[src/tcl_pkg.sv]
// ----------------------------------------------------------------------------
// tcl_pkg
// Shared types and constants of the two-way cache tag store with LRU ages.
// ----------------------------------------------------------------------------
package tcl_pkg;

    // Geometry (set count and line size are powers of two)
    localparam int SET_COUNT  = 64;
    localparam int LINE_BYTES = 16;
    localparam int ADDR_BITS  = 32;
    localparam int AGE_BITS   = 8;
    localparam int WAYS       = 2;

    localparam int ADDR_W = 32;
    localparam int OFF_W  = $clog2(LINE_BYTES);
    localparam int SET_W  = (SET_COUNT > 1) ? $clog2(SET_COUNT) : 1;
    localparam int TAG_W  = ADDR_BITS - OFF_W - $clog2(SET_COUNT);

    localparam logic [AGE_BITS-1:0] AGE_MAX = {AGE_BITS{1'b1}};

    // One way of a set
    typedef struct packed {
        logic                valid;
        logic [TAG_W-1:0]    tag;
        logic [AGE_BITS-1:0] age;
    } t_way;

    // One memory row holds both ways of a set
    typedef struct packed {
        t_way w1;
        t_way w0;
    } t_row;

    localparam int ROW_W = $bits(t_row);

    // Lookup outcome
    typedef struct packed {
        logic miss;
        logic way;
    } t_result;

    // Control sequencer
    typedef enum logic {
        ST_IDLE,
        ST_UPDATE
    } t_state;

endpackage

[src/two_way_cache_tag_lru_top.sv]
// ----------------------------------------------------------------------------
// two_way_cache_tag_lru_top
// Tag store of a two-way set-associative cache with counter-based LRU.
//
//   Channel  | Handshake            | Payload
//   ---------+----------------------+-------------------
//   access   | start high, busy low | i_address
//   result   | o_done, one cycle    | o_miss, o_way
//
// For each item the set row is read from the tag RAM in the cycle after
// acceptance, updated and written back; busy covers that read-modify-write.
// The result strobes in the following cycle, while the next item may
// already be accepted. The receiver cannot stall. Reset clears the per-set
// row valid bits at once, so no clearing pass is needed.
// ----------------------------------------------------------------------------
module two_way_cache_tag_lru_top (
    input  logic                         i_clk,
    input  logic                         i_rst_n,
    input  logic                         start,
    input  logic [tcl_pkg::ADDR_W-1:0]   i_address,
    output logic                         busy,
    output logic                         o_done,
    output logic                         o_miss,
    output logic                         o_way
);
    import tcl_pkg::*;

    t_state               r_state;
    t_state               n_state;
    logic                 accept;
    logic [SET_W-1:0]     set_in;
    logic [TAG_W-1:0]     tag_in;
    logic [SET_W-1:0]     r_set;
    logic [TAG_W-1:0]     r_tag;
    logic                 r_row_ok;
    logic [SET_COUNT-1:0] r_row_vld;
    logic [ROW_W-1:0]     rd_data;
    t_row                 new_row;
    t_result              res;
    logic                 r_done;
    logic                 r_miss;
    logic                 r_way;
    logic                 wr_en;

    assign accept = start && !busy;

    // Split the address into set and tag
    assign set_in = (SET_COUNT > 1) ? i_address[OFF_W +: SET_W] : '0;
    assign tag_in = i_address[ADDR_BITS-1 -: TAG_W];

    // Next state
    always_comb begin
        case (r_state)
            ST_IDLE:   n_state = accept ? ST_UPDATE : ST_IDLE;
            ST_UPDATE: n_state = ST_IDLE;
            default:   n_state = ST_IDLE;
        endcase
    end

    // State outputs
    always_comb begin
        case (r_state)
            ST_IDLE: begin
                busy  = 1'b0;
                wr_en = 1'b0;
            end
            ST_UPDATE: begin
                busy  = 1'b1;
                wr_en = 1'b1;
            end
            default: begin
                busy  = 1'b0;
                wr_en = 1'b0;
            end
        endcase
    end

    // Advance state
    always_ff @(posedge i_clk) begin
        if (!i_rst_n) begin
            r_state <= ST_IDLE;
        end else begin
            r_state <= n_state;
        end
    end

    // Hold the set and tag of the item in flight
    always_ff @(posedge i_clk) begin
        if (accept) begin
            r_set    <= set_in;
            r_tag    <= tag_in;
            r_row_ok <= r_row_vld[set_in];
        end
    end

    // Mark a set row valid once written
    always_ff @(posedge i_clk) begin
        if (!i_rst_n) begin
            r_row_vld <= '0;
        end else if (wr_en) begin
            r_row_vld[r_set] <= 1'b1;
        end
    end

    // Tag and age RAM, one row per set
    tcl_ram #(
        .DEPTH (SET_COUNT),
        .WIDTH (ROW_W),
        .AW    (SET_W)
    ) u_ram (
        .i_clk   (i_clk),
        .i_we    (wr_en),
        .i_waddr (r_set),
        .i_wdata (new_row),
        .i_re    (accept),
        .i_raddr (set_in),
        .o_rdata (rd_data)
    );

    // Update the row read back
    tcl_update u_update (
        .i_row    (t_row'(rd_data)),
        .i_row_ok (r_row_ok),
        .i_tag    (r_tag),
        .o_row    (new_row),
        .o_res    (res)
    );

    // Drive the result strobe for one cycle
    always_ff @(posedge i_clk) begin
        if (!i_rst_n) begin
            r_done <= 1'b0;
        end else begin
            r_done <= wr_en;
        end
    end

    // Hold the result payload
    always_ff @(posedge i_clk) begin
        if (wr_en) begin
            r_miss <= res.miss;
            r_way  <= res.way;
        end
    end

    assign o_done = r_done;
    assign o_miss = r_miss;
    assign o_way  = r_way;

endmodule

[src/tcl_ram.sv]
// ----------------------------------------------------------------------------
// tcl_ram
// Simple dual-port synchronous RAM, one write and one registered read port.
// ----------------------------------------------------------------------------
module tcl_ram #(
    parameter int DEPTH = 64,
    parameter int WIDTH = 8,
    parameter int AW    = (DEPTH > 1) ? $clog2(DEPTH) : 1
) (
    input  logic             i_clk,
    input  logic             i_we,
    input  logic [AW-1:0]    i_waddr,
    input  logic [WIDTH-1:0] i_wdata,
    input  logic             i_re,
    input  logic [AW-1:0]    i_raddr,
    output logic [WIDTH-1:0] o_rdata
);

    logic [WIDTH-1:0] mem [DEPTH];
    logic [WIDTH-1:0] r_rdata;

    // Write port
    always_ff @(posedge i_clk) begin
        if (i_we) begin
            mem[i_waddr] <= i_wdata;
        end
    end

    // Registered read port
    always_ff @(posedge i_clk) begin
        if (i_re) begin
            r_rdata <= mem[i_raddr];
        end
    end

    assign o_rdata = r_rdata;

endmodule

[src/tcl_update.sv]
// ----------------------------------------------------------------------------
// tcl_update
// Tag compare, age update and victim choice for one set.
// ----------------------------------------------------------------------------
module tcl_update (
    input  tcl_pkg::t_row                i_row,
    input  logic                         i_row_ok,
    input  logic [tcl_pkg::TAG_W-1:0]    i_tag,
    output tcl_pkg::t_row                o_row,
    output tcl_pkg::t_result             o_res
);
    import tcl_pkg::*;

    t_row                row;
    logic                hit0;
    logic                hit1;
    logic [AGE_BITS-1:0] age0;
    logic [AGE_BITS-1:0] age1;
    logic                victim;

    // Treat a set never written as all clear
    always_comb begin
        row = i_row_ok ? i_row : '0;
    end

    // Compare tags of valid ways
    assign hit0 = row.w0.valid && (row.w0.tag == i_tag);
    assign hit1 = row.w1.valid && (row.w1.tag == i_tag);

    // Clear the age of a hit way, advance the others up to saturation
    assign age0 = hit0 ? '0 : ((row.w0.age == AGE_MAX) ? row.w0.age : row.w0.age + 1'b1);
    assign age1 = hit1 ? '0 : ((row.w1.age == AGE_MAX) ? row.w1.age : row.w1.age + 1'b1);

    // Pick the older way after ageing, way 0 on a tie
    assign victim = (age0 < age1);

    // Build the row to write back and the result
    always_comb begin
        o_row        = row;
        o_row.w0.age = age0;
        o_row.w1.age = age1;
        o_res.miss   = !(hit0 || hit1);
        o_res.way    = hit0 ? 1'b0 : (hit1 ? 1'b1 : victim);
        if (!(hit0 || hit1)) begin
            if (victim) begin
                o_row.w1.valid = 1'b1;
                o_row.w1.tag   = i_tag;
                o_row.w1.age   = '0;
            end else begin
                o_row.w0.valid = 1'b1;
                o_row.w0.tag   = i_tag;
                o_row.w0.age   = '0;
            end
        end
    end

endmodule

[config.mk]
export PLATFORM = sky130hd
export DESIGN_NAME = two_way_cache_tag_lru_top
export DESIGN_NICKNAME = d
export VERILOG_FILES = /design/src/tcl_pkg.sv /design/src/two_way_cache_tag_lru_top.sv /design/src/tcl_ram.sv /design/src/tcl_update.sv
export SDC_FILE = /design/constraint.sdc
export NUM_CORES = 2
export LEC_CHECK = 0
export BUFFER_PORTS_ARGS = -buffer_cell sky130_fd_sc_hd__buf_4
export CAP_MARGIN = 20
export CORE_AREA = 5 5 668 670
export CTS_BUF_LIST = sky130_fd_sc_hd__clkbuf_2
export DETAILED_ROUTE_END_ITERATION = 6
export DIE_AREA = 0 0 673 675
export PLACE_DENSITY = 0.6
export SYNTH_ARGS = -nofsm -noshare
export SYNTH_HDL_FRONTEND = slang
export SYNTH_SLANG_ARGS = --single-unit
[constraint.sdc]
create_clock -name i_clk -period 8.49 [get_ports i_clk]
set_clock_uncertainty 0.05 [all_clocks]
set_input_delay 0.849 -clock i_clk [delete_from_list [all_inputs] [get_ports i_clk]]
set_output_delay 0.849 -clock i_clk [all_outputs]
set_load 0.01 [all_outputs]
**Yosys cells after proc, flatten, opt, wreduce, memory -nomap -nowiden**

Memory sizes are Yosys's and may differ from the RTL's. A register that Yosys moved wholly into a read port is not among the register bits.
Cells that the tools add are included.
Widths: inputs -> output; s select.

- Add/subtract/negate cells: 2
- Magnitude comparators: 4
- Equality and inequality tests: 4
- Mux-type cells: 18
- Reduce and logical (&&, ||, !) cells: 7
- Bitwise gates (word level): 2

Operators with widths:

| kind | number |
|---|---|
| $mux 62 | 2 |
| $or 64x64->64 | 1 |
| $mux 31 | 2 |
| $eq 22x22->1 | 2 |
| $mux 8 | 4 |
| $add 8x1->8 const B | 2 |
| $eq 8x8->1 const B | 2 |
| $lt 6x7->1 const B | 2 |
| $lt 8x8->1 | 1 |
| $bmux 1 s6 | 1 |
| $demux 1 s6 | 1 |
| $ge 6x1->1 const B | 1 |
| $mux 1 | 6 |
| $logic_and 1x1->1 | 4 |
| $pmux 1 s2 | 2 |
| $logic_not 1->1 | 2 |
| $logic_or 1x1->1 | 1 |
| $not 1->1 | 1 |

- Output and inout bits: 4
- Bits in registers: 97
- Word-level logic and storage cells: 46
- Input bits: 35
- Bits in writable memories: 3,968
- Memories: 1

Memory list:

| memory | words | width | rd ports | clocked after Yosys merged registers in | wr ports | RTL line | RTL |
|---|---|---|---|---|---|---|---|
| u_ram.mem | 64 | 62 | 1 | 1 | 1 | tcl_ram.sv:19 | `logic [WIDTH-1:0] mem [DEPTH];` |

**Logic depth before layout (Yosys ltp)**

- Depth after elaboration: 7
- Gate-level depth with buffers: 23
- Mapped depth without buffers: 17

**Hierarchy**

Synthesis repeated with hierarchy kept, for this count alone.

- Cell total of the unflattened synthesis: 7,346
- Area, all modules: 158,637.1 um^2

Modules (own cells, without submodules):

| module | area an instance (um^2) | cells each | sequential area each (um^2) | instances |
|---|---|---|---|---|
| tcl_ram | 152,387.4 | 6,650 | 121,016.1 | 1 |
| two_way_cache_tag_lru_top | 3,818.7 | 316 | 2,252.2 | 1 |
| tcl_update | 2,431.1 | 380 | 0.0 | 1 |

**Worst setup path before layout**

OpenSTA, ideal clock, no wires.

- Path kind: register to register
- From: register r_row_ok
- To: memory u_ram.mem[0][38] (netlist bit) (data pin)
- Setup time: 0.712 ns
- Buffers on the path: 8
- Cell stages (with the launch flop): 24
- Clock period less this slack: 7.199 ns
- Arrival: 6.437 ns
- Path slack: 1.291 ns
- Data required time: 7.728 ns
- Path through: edfxtp_1 buf_2 buf_2 buf_2 buf_2 buf_2 and2_1 ha_1 nand3_1 or3_1 clkbuf_1 nand4_1 xor2_1 nand2_1 ha_1 a21o_1 a31oi_1 nor2_1 o41a_1 o21ai_1 nand4bb_1 buf_2 buf_2 nor3b_1

RTL lines:

| item | RTL line | RTL |
|---|---|---|
| start, declared | two_way_cache_tag_lru_top.sv:35 | `logic r_row_ok;` |
| start signal, assigned | two_way_cache_tag_lru_top.sv:92 | `r_row_ok <= r_row_vld[set_in];` |
| end, declared | tcl_ram.sv:19 |  |

==> impl_metrics.csv <==
group,metric,value,unit
die,ioPinCount,39,
cts,ctsLongestPathBuffers,4,
die,initial_core_util,35.82,%
synth,synthSimpleGateAreaFrac,0.8734,%
global_route,grt_pass1_wl,621200,µm
cts,cts_resized,0,
synth,avgSynthCellArea,24.98,µm²
timing,tightest_slew,1.241,ns
finish,final_common_cell,"edfxtp_1",
cts,htree_levels,6,
cts,clk_pin_slew,0.11,ns
placement,hpwl,218700,µm
synth,ys_ff_latch,4127,
synth,syn_inst,6307,
synth,ys_warn_count,0,
detailed_routing,met2_length,221500,µm
die,core,439900,µm²
global_route,antenna_found_initial,10,
critical_path,path_common_cell,"buf_4",
cts,numClockSinks,4127,
cts,clk_latency,2.34,ns
finish,finalNetCount,7374,
power,power_density,216.6,nW/µm²
synth,synth_edf_count,4061,
critical_path,startpoint_type,"flip-flop",
critical_path,end_kind,"flip-flop",
power,power_leakage,0.05592,µW
timing,setup_violations,0,
synth,synth_cell_types,57,
timing,tns,0,ns
synth,synth_compound_area_share,0.5646,%
cts,cts_buffers,964,
power,finalPower,38400,µW
synth,synth_xor_area_share,0.1556,%
timing,rsz0062_at_grt,"false",
finish,nFillCells,38620,
die,die_w,673,µm
flow_run,cap_violations,0,
synth,synth_flop_cell,"edfxtp_1",
global_route,grt_pass1_vias,79660,
detailed_routing,routed_via_density,5.603,
die,dieArea,454300,µm²
finish,drive_gt1_share,39.60,%
finish,syn2layout_area_growth,12.51,%
synth,synthMuxAreaShare,19.22,%
detailed_routing,wl_per_cell,32.30,µm
critical_path,path_class,"flip-flop to flip-flop",
synth,syn-cell-area,157600,µm²
detailed_routing,ant_nets,0,
critical_path,critPathMaxFanout,40,
synth,synth-adder-area-share,0.07146,%
synth,ys_seq_area_share,78.23,%
finish,final_cell_mix,"edfxtp_1, clkbuf_2, mux4_2",
global_route,grt_usage,19.46,%
detailed_routing,wl,452100,µm
run_status,status,"complete, but fails checks",
min_path,min_path_type,"input port to flip-flop",
synth,synth_top_family_by_area,"multiplexers",
cts,hold_buffers,93,
timing,fmax,138.5,MHz
cts,cts-root-buf,"clkbuf_2",
detailed_routing,via_count,78430,
finish,final_area,177300,µm²
timing,finalCritPeriodShare,85.07,%
synth,synth_nets,6351,
timing,drv_slew,0,
detailed_routing,wl_met1,174100,µm
placement,dpl_cell_area,167400,µm²
critical_path,cp_slowest_cell,"nand4bb_4",
timing,hold_violations,0,
critical_path,crit_path_cell_trace,"or3_1 -> nor4_2 -> a31oi_1 -> or2_0 -> or4_4 -> nor3b_4 -> nor2_1 -> ha_1 -> a21o_1 -> nor3_1 -> nand3b_1 -> o21ai_1 -> nand4bb_4 -> buf_4 -> mux2i_4 -> buf_4",
placement,gp_congestion,0.8194,
detailed_routing,drt_iter0_markers,10110,
critical_path,worst_path_largest_cell_delay,0.80,ns
detailed_routing,drt_first_pass_iters,5,
detailed_routing,dr.max_layer_used,"met5",
die,die_y,675,µm
critical_path,critical_path_required,10.38,ns
synth,synth-async-reset-ratio,0,%
die,row_count,244,
power,peakVddDrop,129.2,µV
cts,cts_setup_buffers,0,
timing,slew_headroom,17.26,%
placement,port_buffers,34,
global_route,overflow,0,
timing,fin_crit,7.223,ns
detailed_routing,wl_met3,40270,µm
run_status,failed_checks,"design-rule violations",
cts,cts_tree,"built",
critical_path,critical_path_arrival,9.11,ns
global_route,grt_start_max_net_pins,137,
detailed_routing,drc_errors,1,
## synth_stat cells (4+ instances only)
cell type,instances,area share [%]
buf_1,86,0.20
o21a_1,64,0.30
mux4_2,1323,19
nor2_1,92,0.22
nor2b_1,12,0.048
edfxtp_1,4061,77
a21oi_1,6,0.019
xnor2_1,16,0.089
mux2i_1,45,0.29
xor2_1,12,0.067
nand2b_1,6,0.024
or3_1,4,0.016
nor3_1,16,0.051
o21ai_0,20,0.064
dfxtp_1,66,0.84
nor4_1,8,0.032
nand3b_1,8,0.038
o22ai_1,6,0.024
a21o_1,5,0.024
ha_1,9,0.071
inv_1,27,0.064
nand2_1,86,0.20
buf_2,21,0.067
nand4_1,11,0.044
nand3_1,25,0.079
and2_1,6,0.024
buf_6,5,0.036
clkbuf_1,218,0.52
a22o_1,4,0.022
## report_power, final
part | internal (µW) | total (µW) | switching (µW)
Combinational | 987 | 2700 | 1710
Clock | 4660 | 12500 | 7870
Sequential | 23100 | 23200 | 52.9
## cells by family after synthesis
group	after synthesis
multiplexers	1371
XOR/XNOR	28
AND/OR/NAND/NOR	290
flip-flops	4127
adder cells (fa/ha/maj)	9
buffers and inverters	357
AO/OA/AOI/OAI	125
## area by class of cell
class	instances	area, µm²	area share [%]
diodes	16	40.04	0.02258
clock buffers	1356	6787	3.828
clock inverters	358	1853	1.045
inverters	27	101.3	0.05716
multi-input cells	1823	34040	19.20
flip-flops and latches	4127	123300	69.53
well taps	5904	7387	4.167
repair buffers	387	3824	2.157
## metrics by stage
stage / util [%] / cells / hold WS [ns] / worst slack (ns)
floorplan: - / 6307 / 0.3854 / 1.291
global placement: 38.02 / 12160 / 0.3902 / 1.325
detailed placement: 38.05 / 12160 / 0.3976 / 1.265
CTS: 40.24 / 13970 / 0.1096 / 1.271
global route: 40.29 / 13980 / 0.3262 / 0.9797
finish: 40.30 / 14000 / 0.3004 / 1.267
## final timing paths
check | from | end | slack (ns) | cells after the start
max reg2reg | r_row_ok | u_ram.mem[13][60] | 1.27 | 16
min | i_address[4] | r_set[0] | 0.30 | 3
max | r_row_ok | u_ram.mem[13][60] | 1.27 | 16
min reg2reg | r_row_vld[34] | r_row_vld[34] | 0.41 | 1
## flip-flops by register name (all words and copies together) (netlist names)
signal / count
u_ram.mem: 3968
r_row_vld: 64
u_ram.o_rdata: 62
r_tag: 22
r_set: 6
o_done: 1
o_miss: 1
o_way: 1
r_row_ok: 1
r_state: 1
## per-layer routing
layer,vias to the layer above,global-route usage (%)
li1,30240,-
met4,4,7.084
met2,4587,31.82
met1,42740,26.08
met5,-,0
met3,859,3.724
## critical path, delay by kind of cell (launching register included)
family / cells / cell delay (ns)
adders and majority gates: 1 / 0.35
buffers and inverters: 2 / 0.97
muxes: 1 / 0.59
AOI/OAI and AO/OA: 3 / 0.63
DFF: 1 / 0.61
and+or+nand+nor: 9 / 3.72
Note: power is estimated with default switching activity, not from simulation.
